$ cat src/hw/rtl/bdq_pkg.sv
// Shared types, operation codes and status codes for the bounded deque with search.
package bdq_pkg;

    localparam int OP_W    = 3;
    localparam int VALUE_W = 32;
    localparam int ST_W    = 2;
    localparam int POS_W   = 7;

    localparam int DEPTH_DEF = 64;

    typedef logic [OP_W-1:0]           t_op;
    typedef logic signed [VALUE_W-1:0] t_value;
    typedef logic [ST_W-1:0]           t_status;
    typedef logic [POS_W-1:0]          t_pos;

    localparam t_op OP_PUSH_FRONT = 3'd0;
    localparam t_op OP_PUSH_BACK  = 3'd1;
    localparam t_op OP_POP_FRONT  = 3'd2;
    localparam t_op OP_POP_BACK   = 3'd3;
    localparam t_op OP_SEARCH     = 3'd4;
    localparam t_op OP_COUNT      = 3'd5;

    localparam t_status ST_DONE      = 2'd0;
    localparam t_status ST_EMPTY     = 2'd1;
    localparam t_status ST_FULL      = 2'd2;
    localparam t_status ST_NOT_FOUND = 2'd3;

endpackage

$ cat src/hw/rtl/bdq_if.sv
// Request and response channel interfaces of the bounded deque with search.
interface bdq_req_if;
    logic            valid;
    logic            ready;
    bdq_pkg::t_op    op;
    bdq_pkg::t_value value;

    modport source (output valid, output op, output value, input ready);
    modport sink   (input valid, input op, input value, output ready);
endinterface

interface bdq_rsp_if;
    logic             valid;
    logic             ready;
    bdq_pkg::t_status status;
    bdq_pkg::t_pos    position;
    bdq_pkg::t_pos    entry_count;

    modport source (output valid, output status, output position, output entry_count,
                    input ready);
    modport sink   (input valid, input status, input position, input entry_count,
                    output ready);
endinterface

$ cat src/hw/rtl/bdq_store.sv
// Entry memory: one write port and one read port with registered read data.
module bdq_store #(
    parameter int DEPTH = bdq_pkg::DEPTH_DEF,
    parameter int AW    = $clog2(DEPTH)
) (
    input  logic            i_clk,
    input  logic            i_we,
    input  logic [AW-1:0]   i_waddr,
    input  bdq_pkg::t_value i_wdata,
    input  logic [AW-1:0]   i_raddr,
    output bdq_pkg::t_value o_rdata
);

    bdq_pkg::t_value r_mem [DEPTH];
    bdq_pkg::t_value r_rdata;

    always_ff @(posedge i_clk) begin
        if (i_we) begin
            r_mem[i_waddr] <= i_wdata;
        end
    end

    always_ff @(posedge i_clk) begin
        r_rdata <= r_mem[i_raddr];
    end

    assign o_rdata = r_rdata;

endmodule

$ cat src/hw/rtl/bounded_deque_with_search_unit.sv
// Top level of the bounded deque with search: ring pointers, sequencer and result register.
// Push, pop, count and unused codes: the result is registered and valid in the cycle after acceptance.
// Search: one memory read and compare per cycle from the front entry back, ending at the first
// match or at the last held entry; an empty store answers in the cycle after acceptance.
// One item is in work at a time; the next can be taken as early as the cycle in which the last result is taken.
// Synchronous active-low reset empties the deque; stored entries are not cleared.
module bounded_deque_with_search_unit #(
    parameter int DEPTH = bdq_pkg::DEPTH_DEF
) (
    input  logic i_clk,
    input  logic i_rst_n,
    bdq_req_if.sink   i_req,
    bdq_rsp_if.source o_rsp
);

    localparam int AW = $clog2(DEPTH);
    localparam int CW = $clog2(DEPTH + 1);
    localparam int WW = (CW > bdq_pkg::POS_W) ? CW : bdq_pkg::POS_W;

    localparam logic [AW-1:0] LAST_SLOT = AW'(DEPTH - 1);
    localparam logic [CW-1:0] FULL_CNT  = CW'(DEPTH);
    localparam logic [AW:0]   DEPTH_EXT = (AW + 1)'(DEPTH);

    localparam logic S_IDLE = 1'b0;
    localparam logic S_SCAN = 1'b1;

    function automatic logic [AW-1:0] slot_inc(input logic [AW-1:0] s);
        return (s == LAST_SLOT) ? '0 : s + 1'b1;
    endfunction

    function automatic logic [AW-1:0] slot_dec(input logic [AW-1:0] s);
        return (s == '0) ? LAST_SLOT : s - 1'b1;
    endfunction

    function automatic bdq_pkg::t_pos to_pos(input logic [CW-1:0] v);
        logic [WW-1:0] e;
        e = WW'(v);
        return e[bdq_pkg::POS_W-1:0];
    endfunction

    logic                r_state,     n_state;
    logic [AW-1:0]       r_front,     n_front;
    logic [CW-1:0]       r_count,     n_count;
    logic [AW-1:0]       r_rd_slot,   n_rd_slot;
    logic [CW-1:0]       r_idx,       n_idx;
    bdq_pkg::t_value     r_key,       n_key;
    logic                r_out_valid, n_out_valid;
    bdq_pkg::t_status    r_status,    n_status;
    bdq_pkg::t_pos       r_position,  n_position;
    bdq_pkg::t_pos       r_out_count, n_out_count;

    logic                accept;
    logic                mem_we;
    logic [AW-1:0]       mem_waddr;
    logic [AW-1:0]       mem_raddr;
    bdq_pkg::t_value     mem_rdata;
    logic [AW:0]         back_sum;
    logic [AW-1:0]       back_slot;
    logic [AW-1:0]       front_dec;
    logic                is_full;
    logic                is_empty;

    assign i_req.ready = (r_state == S_IDLE) && (!r_out_valid || o_rsp.ready);
    assign accept      = i_req.valid && i_req.ready;

    assign is_full   = (r_count == FULL_CNT);
    assign is_empty  = (r_count == '0);
    assign front_dec = slot_dec(r_front);
    assign back_sum  = (AW + 1)'(r_front) + (AW + 1)'(r_count[AW-1:0]);
    assign back_slot = (back_sum >= DEPTH_EXT) ? AW'(back_sum - DEPTH_EXT) : back_sum[AW-1:0];
    assign mem_raddr = (r_state == S_SCAN) ? r_rd_slot : r_front;

    bdq_store #(
        .DEPTH (DEPTH),
        .AW    (AW)
    ) u_store (
        .i_clk   (i_clk),
        .i_we    (mem_we),
        .i_waddr (mem_waddr),
        .i_wdata (i_req.value),
        .i_raddr (mem_raddr),
        .o_rdata (mem_rdata)
    );

    always_comb begin
        n_state     = r_state;
        n_front     = r_front;
        n_count     = r_count;
        n_rd_slot   = r_rd_slot;
        n_idx       = r_idx;
        n_key       = r_key;
        n_out_valid = r_out_valid;
        n_status    = r_status;
        n_position  = r_position;
        n_out_count = r_out_count;
        mem_we      = 1'b0;
        mem_waddr   = back_slot;

        if (r_out_valid && o_rsp.ready) begin
            n_out_valid = 1'b0;
        end

        case (r_state)
            S_IDLE: begin
                if (accept) begin
                    n_out_valid = 1'b1;
                    n_status    = bdq_pkg::ST_DONE;
                    n_position  = '0;
                    case (i_req.op)
                        bdq_pkg::OP_PUSH_FRONT: begin
                            if (is_full) begin
                                n_status = bdq_pkg::ST_FULL;
                            end else begin
                                mem_we    = 1'b1;
                                mem_waddr = front_dec;
                                n_front   = front_dec;
                                n_count   = r_count + 1'b1;
                            end
                        end
                        bdq_pkg::OP_PUSH_BACK: begin
                            if (is_full) begin
                                n_status = bdq_pkg::ST_FULL;
                            end else begin
                                mem_we  = 1'b1;
                                n_count = r_count + 1'b1;
                            end
                        end
                        bdq_pkg::OP_POP_FRONT: begin
                            if (is_empty) begin
                                n_status = bdq_pkg::ST_EMPTY;
                            end else begin
                                n_front = slot_inc(r_front);
                                n_count = r_count - 1'b1;
                            end
                        end
                        bdq_pkg::OP_POP_BACK: begin
                            if (is_empty) begin
                                n_status = bdq_pkg::ST_EMPTY;
                            end else begin
                                n_count = r_count - 1'b1;
                            end
                        end
                        bdq_pkg::OP_SEARCH: begin
                            if (is_empty) begin
                                n_status = bdq_pkg::ST_NOT_FOUND;
                            end else begin
                                n_out_valid = 1'b0;
                                n_state     = S_SCAN;
                                n_key       = i_req.value;
                                n_rd_slot   = slot_inc(r_front);
                                n_idx       = '0;
                            end
                        end
                        default: begin
                        end
                    endcase
                    n_out_count = to_pos(n_count);
                end
            end
            S_SCAN: begin
                if (mem_rdata == r_key) begin
                    n_state     = S_IDLE;
                    n_out_valid = 1'b1;
                    n_status    = bdq_pkg::ST_DONE;
                    n_position  = to_pos(r_idx + 1'b1);
                    n_out_count = to_pos(r_count);
                end else if (r_idx + 1'b1 == r_count) begin
                    n_state     = S_IDLE;
                    n_out_valid = 1'b1;
                    n_status    = bdq_pkg::ST_NOT_FOUND;
                    n_position  = '0;
                    n_out_count = to_pos(r_count);
                end else begin
                    n_idx     = r_idx + 1'b1;
                    n_rd_slot = slot_inc(r_rd_slot);
                end
            end
            default: begin
                n_state = S_IDLE;
            end
        endcase
    end

    always_ff @(posedge i_clk) begin
        if (!i_rst_n) begin
            r_state     <= S_IDLE;
            r_front     <= '0;
            r_count     <= '0;
            r_out_valid <= 1'b0;
        end else begin
            r_state     <= n_state;
            r_front     <= n_front;
            r_count     <= n_count;
            r_out_valid <= n_out_valid;
        end
    end

    always_ff @(posedge i_clk) begin
        r_rd_slot   <= n_rd_slot;
        r_idx       <= n_idx;
        r_key       <= n_key;
        r_status    <= n_status;
        r_position  <= n_position;
        r_out_count <= n_out_count;
    end

    assign o_rsp.valid       = r_out_valid;
    assign o_rsp.status      = r_status;
    assign o_rsp.position    = r_position;
    assign o_rsp.entry_count = r_out_count;

    a_count_bound: assert property (@(posedge i_clk) disable iff (!i_rst_n)
        r_count <= FULL_CNT)
        else $error("entry count exceeds depth");

    a_full_push: assert property (@(posedge i_clk) disable iff (!i_rst_n)
        accept && is_full &&
        (i_req.op == bdq_pkg::OP_PUSH_FRONT || i_req.op == bdq_pkg::OP_PUSH_BACK)
        |=> r_out_valid && r_status == bdq_pkg::ST_FULL && $stable(r_count)
            && $stable(r_front))
        else $error("push on full store changed state or missed flag");

    a_scan_no_result: assert property (@(posedge i_clk) disable iff (!i_rst_n)
        r_state == S_SCAN |-> !r_out_valid && !i_req.ready)
        else $error("result pending or item taken during scan");

    a_scan_index: assert property (@(posedge i_clk) disable iff (!i_rst_n)
        r_state == S_SCAN |-> r_idx < r_count)
        else $error("scan index beyond held entries");

    a_scan_frozen: assert property (@(posedge i_clk) disable iff (!i_rst_n)
        r_state == S_SCAN |=> $stable(r_count) && $stable(r_front))
        else $error("deque pointers moved during scan");

endmodule

$ cat src/flat_wrapper.sv
// flat-port wrapper written by rule: the top's interface ports become plain ports
module bounded_deque_with_search_unit_flat 
#(
    parameter int DEPTH = bdq_pkg::DEPTH_DEF
)
  (i_clk, i_rst_n, i_req_valid, i_req_op, i_req_value, i_req_ready, o_rsp_valid, o_rsp_status, o_rsp_position, o_rsp_entry_count, o_rsp_ready);
  bdq_req_if i_req_i ();
  bdq_rsp_if o_rsp_i ();
  input  logic i_clk;
  input  logic i_rst_n;
  input wire logic [$bits(i_req_i.valid)-1:0] i_req_valid;
  input wire logic [$bits(i_req_i.op)-1:0] i_req_op;
  input wire logic [$bits(i_req_i.value)-1:0] i_req_value;
  output wire logic [$bits(i_req_i.ready)-1:0] i_req_ready;
  output wire logic [$bits(o_rsp_i.valid)-1:0] o_rsp_valid;
  output wire logic [$bits(o_rsp_i.status)-1:0] o_rsp_status;
  output wire logic [$bits(o_rsp_i.position)-1:0] o_rsp_position;
  output wire logic [$bits(o_rsp_i.entry_count)-1:0] o_rsp_entry_count;
  input wire logic [$bits(o_rsp_i.ready)-1:0] o_rsp_ready;
  assign i_req_i.valid = i_req_valid;
  assign i_req_i.op = i_req_op;
  assign i_req_i.value = i_req_value;
  assign i_req_ready = i_req_i.ready;
  assign o_rsp_valid = o_rsp_i.valid;
  assign o_rsp_status = o_rsp_i.status;
  assign o_rsp_position = o_rsp_i.position;
  assign o_rsp_entry_count = o_rsp_i.entry_count;
  assign o_rsp_i.ready = o_rsp_ready;
  bounded_deque_with_search_unit #(.DEPTH(DEPTH)) u_core (.i_clk(i_clk), .i_rst_n(i_rst_n), .i_req(i_req_i), .o_rsp(o_rsp_i));
endmodule
$ cat config.mk
export PLATFORM = sky130hd
export DESIGN_NAME = bounded_deque_with_search_unit_flat
export DESIGN_NICKNAME = d
export VERILOG_FILES = /design/src/hw/rtl/bdq_pkg.sv /design/src/hw/rtl/bdq_if.sv /design/src/hw/rtl/bdq_store.sv /design/src/hw/rtl/bounded_deque_with_search_unit.sv /design/src/flat_wrapper.sv
export SDC_FILE = /design/constraint.sdc
export NUM_CORES = 2
export LEC_CHECK = 0
export BUFFER_PORTS_ARGS = -buffer_cell sky130_fd_sc_hd__buf_2
export CAP_MARGIN = 20
export CORE_ASPECT_RATIO = 1.4
export CORE_MARGIN = 4
export CORE_UTILIZATION = 59
export CTS_BUF_LIST = sky130_fd_sc_hd__clkbuf_8
export DETAILED_ROUTE_END_ITERATION = 8
export GPL_TIMING_DRIVEN = 0
export PLACE_DENSITY = 0.75
export SLEW_MARGIN = 20
export SYNTH_ARGS = -nofsm -noshare
export SYNTH_HDL_FRONTEND = slang
export SYNTH_HIERARCHICAL = 1
export SYNTH_SLANG_ARGS = --single-unit
$ cat constraint.sdc
create_clock -name i_clk -period 6.7 [get_ports i_clk]
set_input_delay 1.005 -clock i_clk [delete_from_list [all_inputs] [get_ports i_clk]]
set_output_delay 1.005 -clock i_clk [all_outputs]
set_load 0.05 [all_outputs]
==> summary.md <==
| Metric | Value |
|---|---|
| Status | `finished clean` |
| Initial core utilization | `between 50% and 60%` |
| Critical path endpoint category | `flip-flop` |
| Synthesized area per cell | `22.2 sq um` |
| Maxcap violations | `0` |
| Final worst path period share | `88.0%` |
| Final setup fails | `0` |
| Worst clock skew | `around 0.063 ns` |
| Net Count, Synth | `between 3000 and 4000` |
| Total Power | `between 20 and 30 mW` |
| ANT nets after route | `0` |
| GP Congestion | `around 0.94` |
| HP Class | `in2reg` |
| RSZ-0062 raised after global routing | `no` |
| Flip-flop and latch count after synthesis | `around 2200` |
| CTS buffer count | `325` |
| Synth async-reset ratio | `0%` |
| Num rows | `around 160` |
| Critical Path RT | `approximately 7.4 ns` |
| Via density per instance | `approximately 7.2` |
| Largest net degree at the start of global routing | `between 60 and 70` |
| Critical path arrival | `about 6.6 ns` |
| Vias in the first global route | `44600` |
| Area of the mapped netlist | `between 0.08 and 0.09 sq mm` |
| Worst-case clock buffer depth | `4` |
| Final Hold Viols | `0` |
| Top Metal Used | `met5` |
| CP max FO | `13` |
| Critical path type | `reg2reg` |
| Top FF cell, synth | `edfxtp_1` |
| Via count | `45300` |
| Die area | `around 0.15 sq mm` |
| Initial DRC count | `7745` |
| Overflow after GRT | `0` |
| Seq/Total Area, Yosys | `~77%` |
| Lkg Pwr | `between 20 and 30 nW` |
| Number of H-tree levels | `5` |
| Worst setup SP type | `flip-flop` |
| Most frequent cells in the layout | `2109 x edfxtp_1, 544 x mux4_2, 337 x clkbuf_8` |
| Worst slew margin | `between 10% and 20%` |
| Reg clk slew, reported paths | `around 0.07 ns` |
| Final-report max-slew violation count | `0` |
| Post-CTS Hold Buffers | `0` |
| Library cells used by synthesis | `between 70 and 80` |
| Non-Filler Instances | `roughly 6300` |
| Syn Inst Count | `between 3000 and 4000` |
| Most common cell after layout, fill and taps aside | `edfxtp_1` |
| Root Buffer | `clkbuf_8` |
| Crit path time final | `~6 ns` |
| Met2 Wirelength | `117000 um` |
| # IOs | `57` |
| Die H | `roughly 450 um` |
| Max IR drop VDD | `roughly 0.15 mV` |
| Post-synth EDFFs | `between 2000 and 2500` |
| CTS resizes | `0` |
| Mean routed wirelength per cell | `around 40 um` |
| Pre-Repair DR Iteration Count | `9` |
| DR DRC count | `0` |
| Setup Fix Bufs, Post-CTS | `0` |
| Met1 WL | `approximately 80000 um` |
| Maximum clock rate | `0.170 GHz` |
| Initial antenna violation count | `18` |
| Area Growth Syn to Fin | `14.8%` |
| Number of nets in the layout | `4317` |
| GR Util All Layers | `approximately a third` |
| Core area | `between 0.1 and 0.15 sq mm` |
| IO buf count | `55` |
| YS warnings | `6` |
| TritonCTS clock tree | `done` |
| Placed cells | `~5700` |
| Die width | `between 300 and 400 um` |
| DR WL met3 | `around 36000 um` |
| Clock sink count | `~2200` |
| Worst-skew pair later-pin latency | `approximately 1 ns` |
| Fraction of layout cells with a size suffix above 1 | `slightly below 30%` |
| Worst Tran Pin Value | `1.33 ns` |
| First-pass GRT wire length | `around 350000 um` |
| Fillers | `8195` |
| Power per cell area | `~280 mW/mm^2` |
| Hpwl dp | `roughly 170000 um` |
| Final wirelength | `approximately 250000 um` |
-- through the flow --
step | setup WS (ns) | setup TNS (ns) | cell area, sq um | hold slack [ns] | util (%)
finish | 0.806 | 0 | 95200 | 0.388 | 68.3
global route | 0.660 | 0 | 95200 | 0.386 | 68.2
CTS | 0.999 | 0 | 95100 | 0.305 | 68.2
detailed placement | 1.06 | 0 | 89300 | 0.622 | 64.1
global placement | -2.51 | -2037.37 | 85500 | 0.625 | 61.3
floorplan | 1.41 | 0 | 82900 | 0.564 | -
-- synth_stat cells (13+ instances only) --
master,n,area [sq um]
a21oi_1,78,390
a22oi_1,13,97.6
and3_1,14,87.6
buf_1,16,60.1
buf_2,65,325
buf_4,24,180
clkbuf_1,96,360
dfxtp_1,47,941
edfxtp_1,2109,63300
mux2i_1,99,991
mux4_2,544,12300
nand2_1,45,169
nand2b_1,14,87.6
nor2_1,177,664
nor2b_1,19,119
nor3_1,18,90.1
o21ai_0,28,140
o221ai_1,28,245
o22ai_1,87,544
xnor2_1,19,166
xor2_1,39,342
-- registers in the layout, indices dropped and copies added, names as in the netlist --
signal                    flops
u_core/o_rsp.entry_count      7
u_core/o_rsp.position         7
u_core/o_rsp.status           2
u_core/o_rsp.valid            1
u_core/r_count                7
u_core/r_front                6
u_core/r_idx                  7
u_core/r_key                 32
u_core/r_rd_slot              6
u_core/r_state                1
u_core/u_store/o_rdata       32
u_core/u_store/r_mem       2048
-- where the power goes --
part	internal, mW	switching, mW
logic	0.625	1.30
registers	14.9	0.0379
clock network	5.02	4.87
total	20.5	6.20
-- layer usage --
layer	vias up	track usage (%)
li1	16900	-
met1	23100	43.3
met2	4281	53.7
met3	986	10.4
met4	6	23.3
met5	-	0
-- critical path, stage by stage, from the launching register on --
cell and delay (ns):
dfxtp_1 0.42, clkbuf_1 0.40, inv_1 0.22, ha_1 0.32, or4b_1 0.19, buf_2 0.23, o31ai_4 0.13, nor3_2 0.61
mux2i_1 0.25, clkbuf_1 0.42, nor2b_1 0.32, nand3_1 0.68, nor2_4 0.90, buf_16 0.25, buf_16 0.19
-- cell families after synthesis --
group	count (synthesis)	share of synthesized area, %
and+or+nand+nor	352	2.04
buffers and inverters	219	1.25
muxes	649	16.0
xor gates and xnor gates	60	0.667
AOI/OAI and AO/OA	292	2.31
DFF	2156	77.5
adders and majority gates	13	0.205
-- cell type report --
type | instances | area (sq um) | area share [%]
multi-input combinational | 1366 | 18100 | 19.0
sequential | 2156 | 64300 | 67.5
tap | 1804 | 2260 | 2.37
buffer | 207 | 1010 | 1.06
timing repair buffer | 197 | 3670 | 3.85
inverter | 12 | 45.0 | 0.0473
clock inverter | 218 | 1140 | 1.20
antenna | 12 | 30.0 | 0.0315
clock buffer | 337 | 4640 | 4.87
-- path summary, 6_finish.rpt --
check	slack, ns	endpoint	startpoint	depth (start not counted)
worst max-delay path	0.81	u_core/u_store/r_mem[11][25]	u_core/r_count[1]	14
worst min-delay path	0.39	u_core/r_count[5]	i_req_valid	3
worst max register to register	0.81	u_core/u_store/r_mem[11][25]	u_core/r_count[1]	14
worst min register to register	0.65	u_core/r_front[1]	u_core/r_front[1]	2
(Power assumes the default switching activity.)
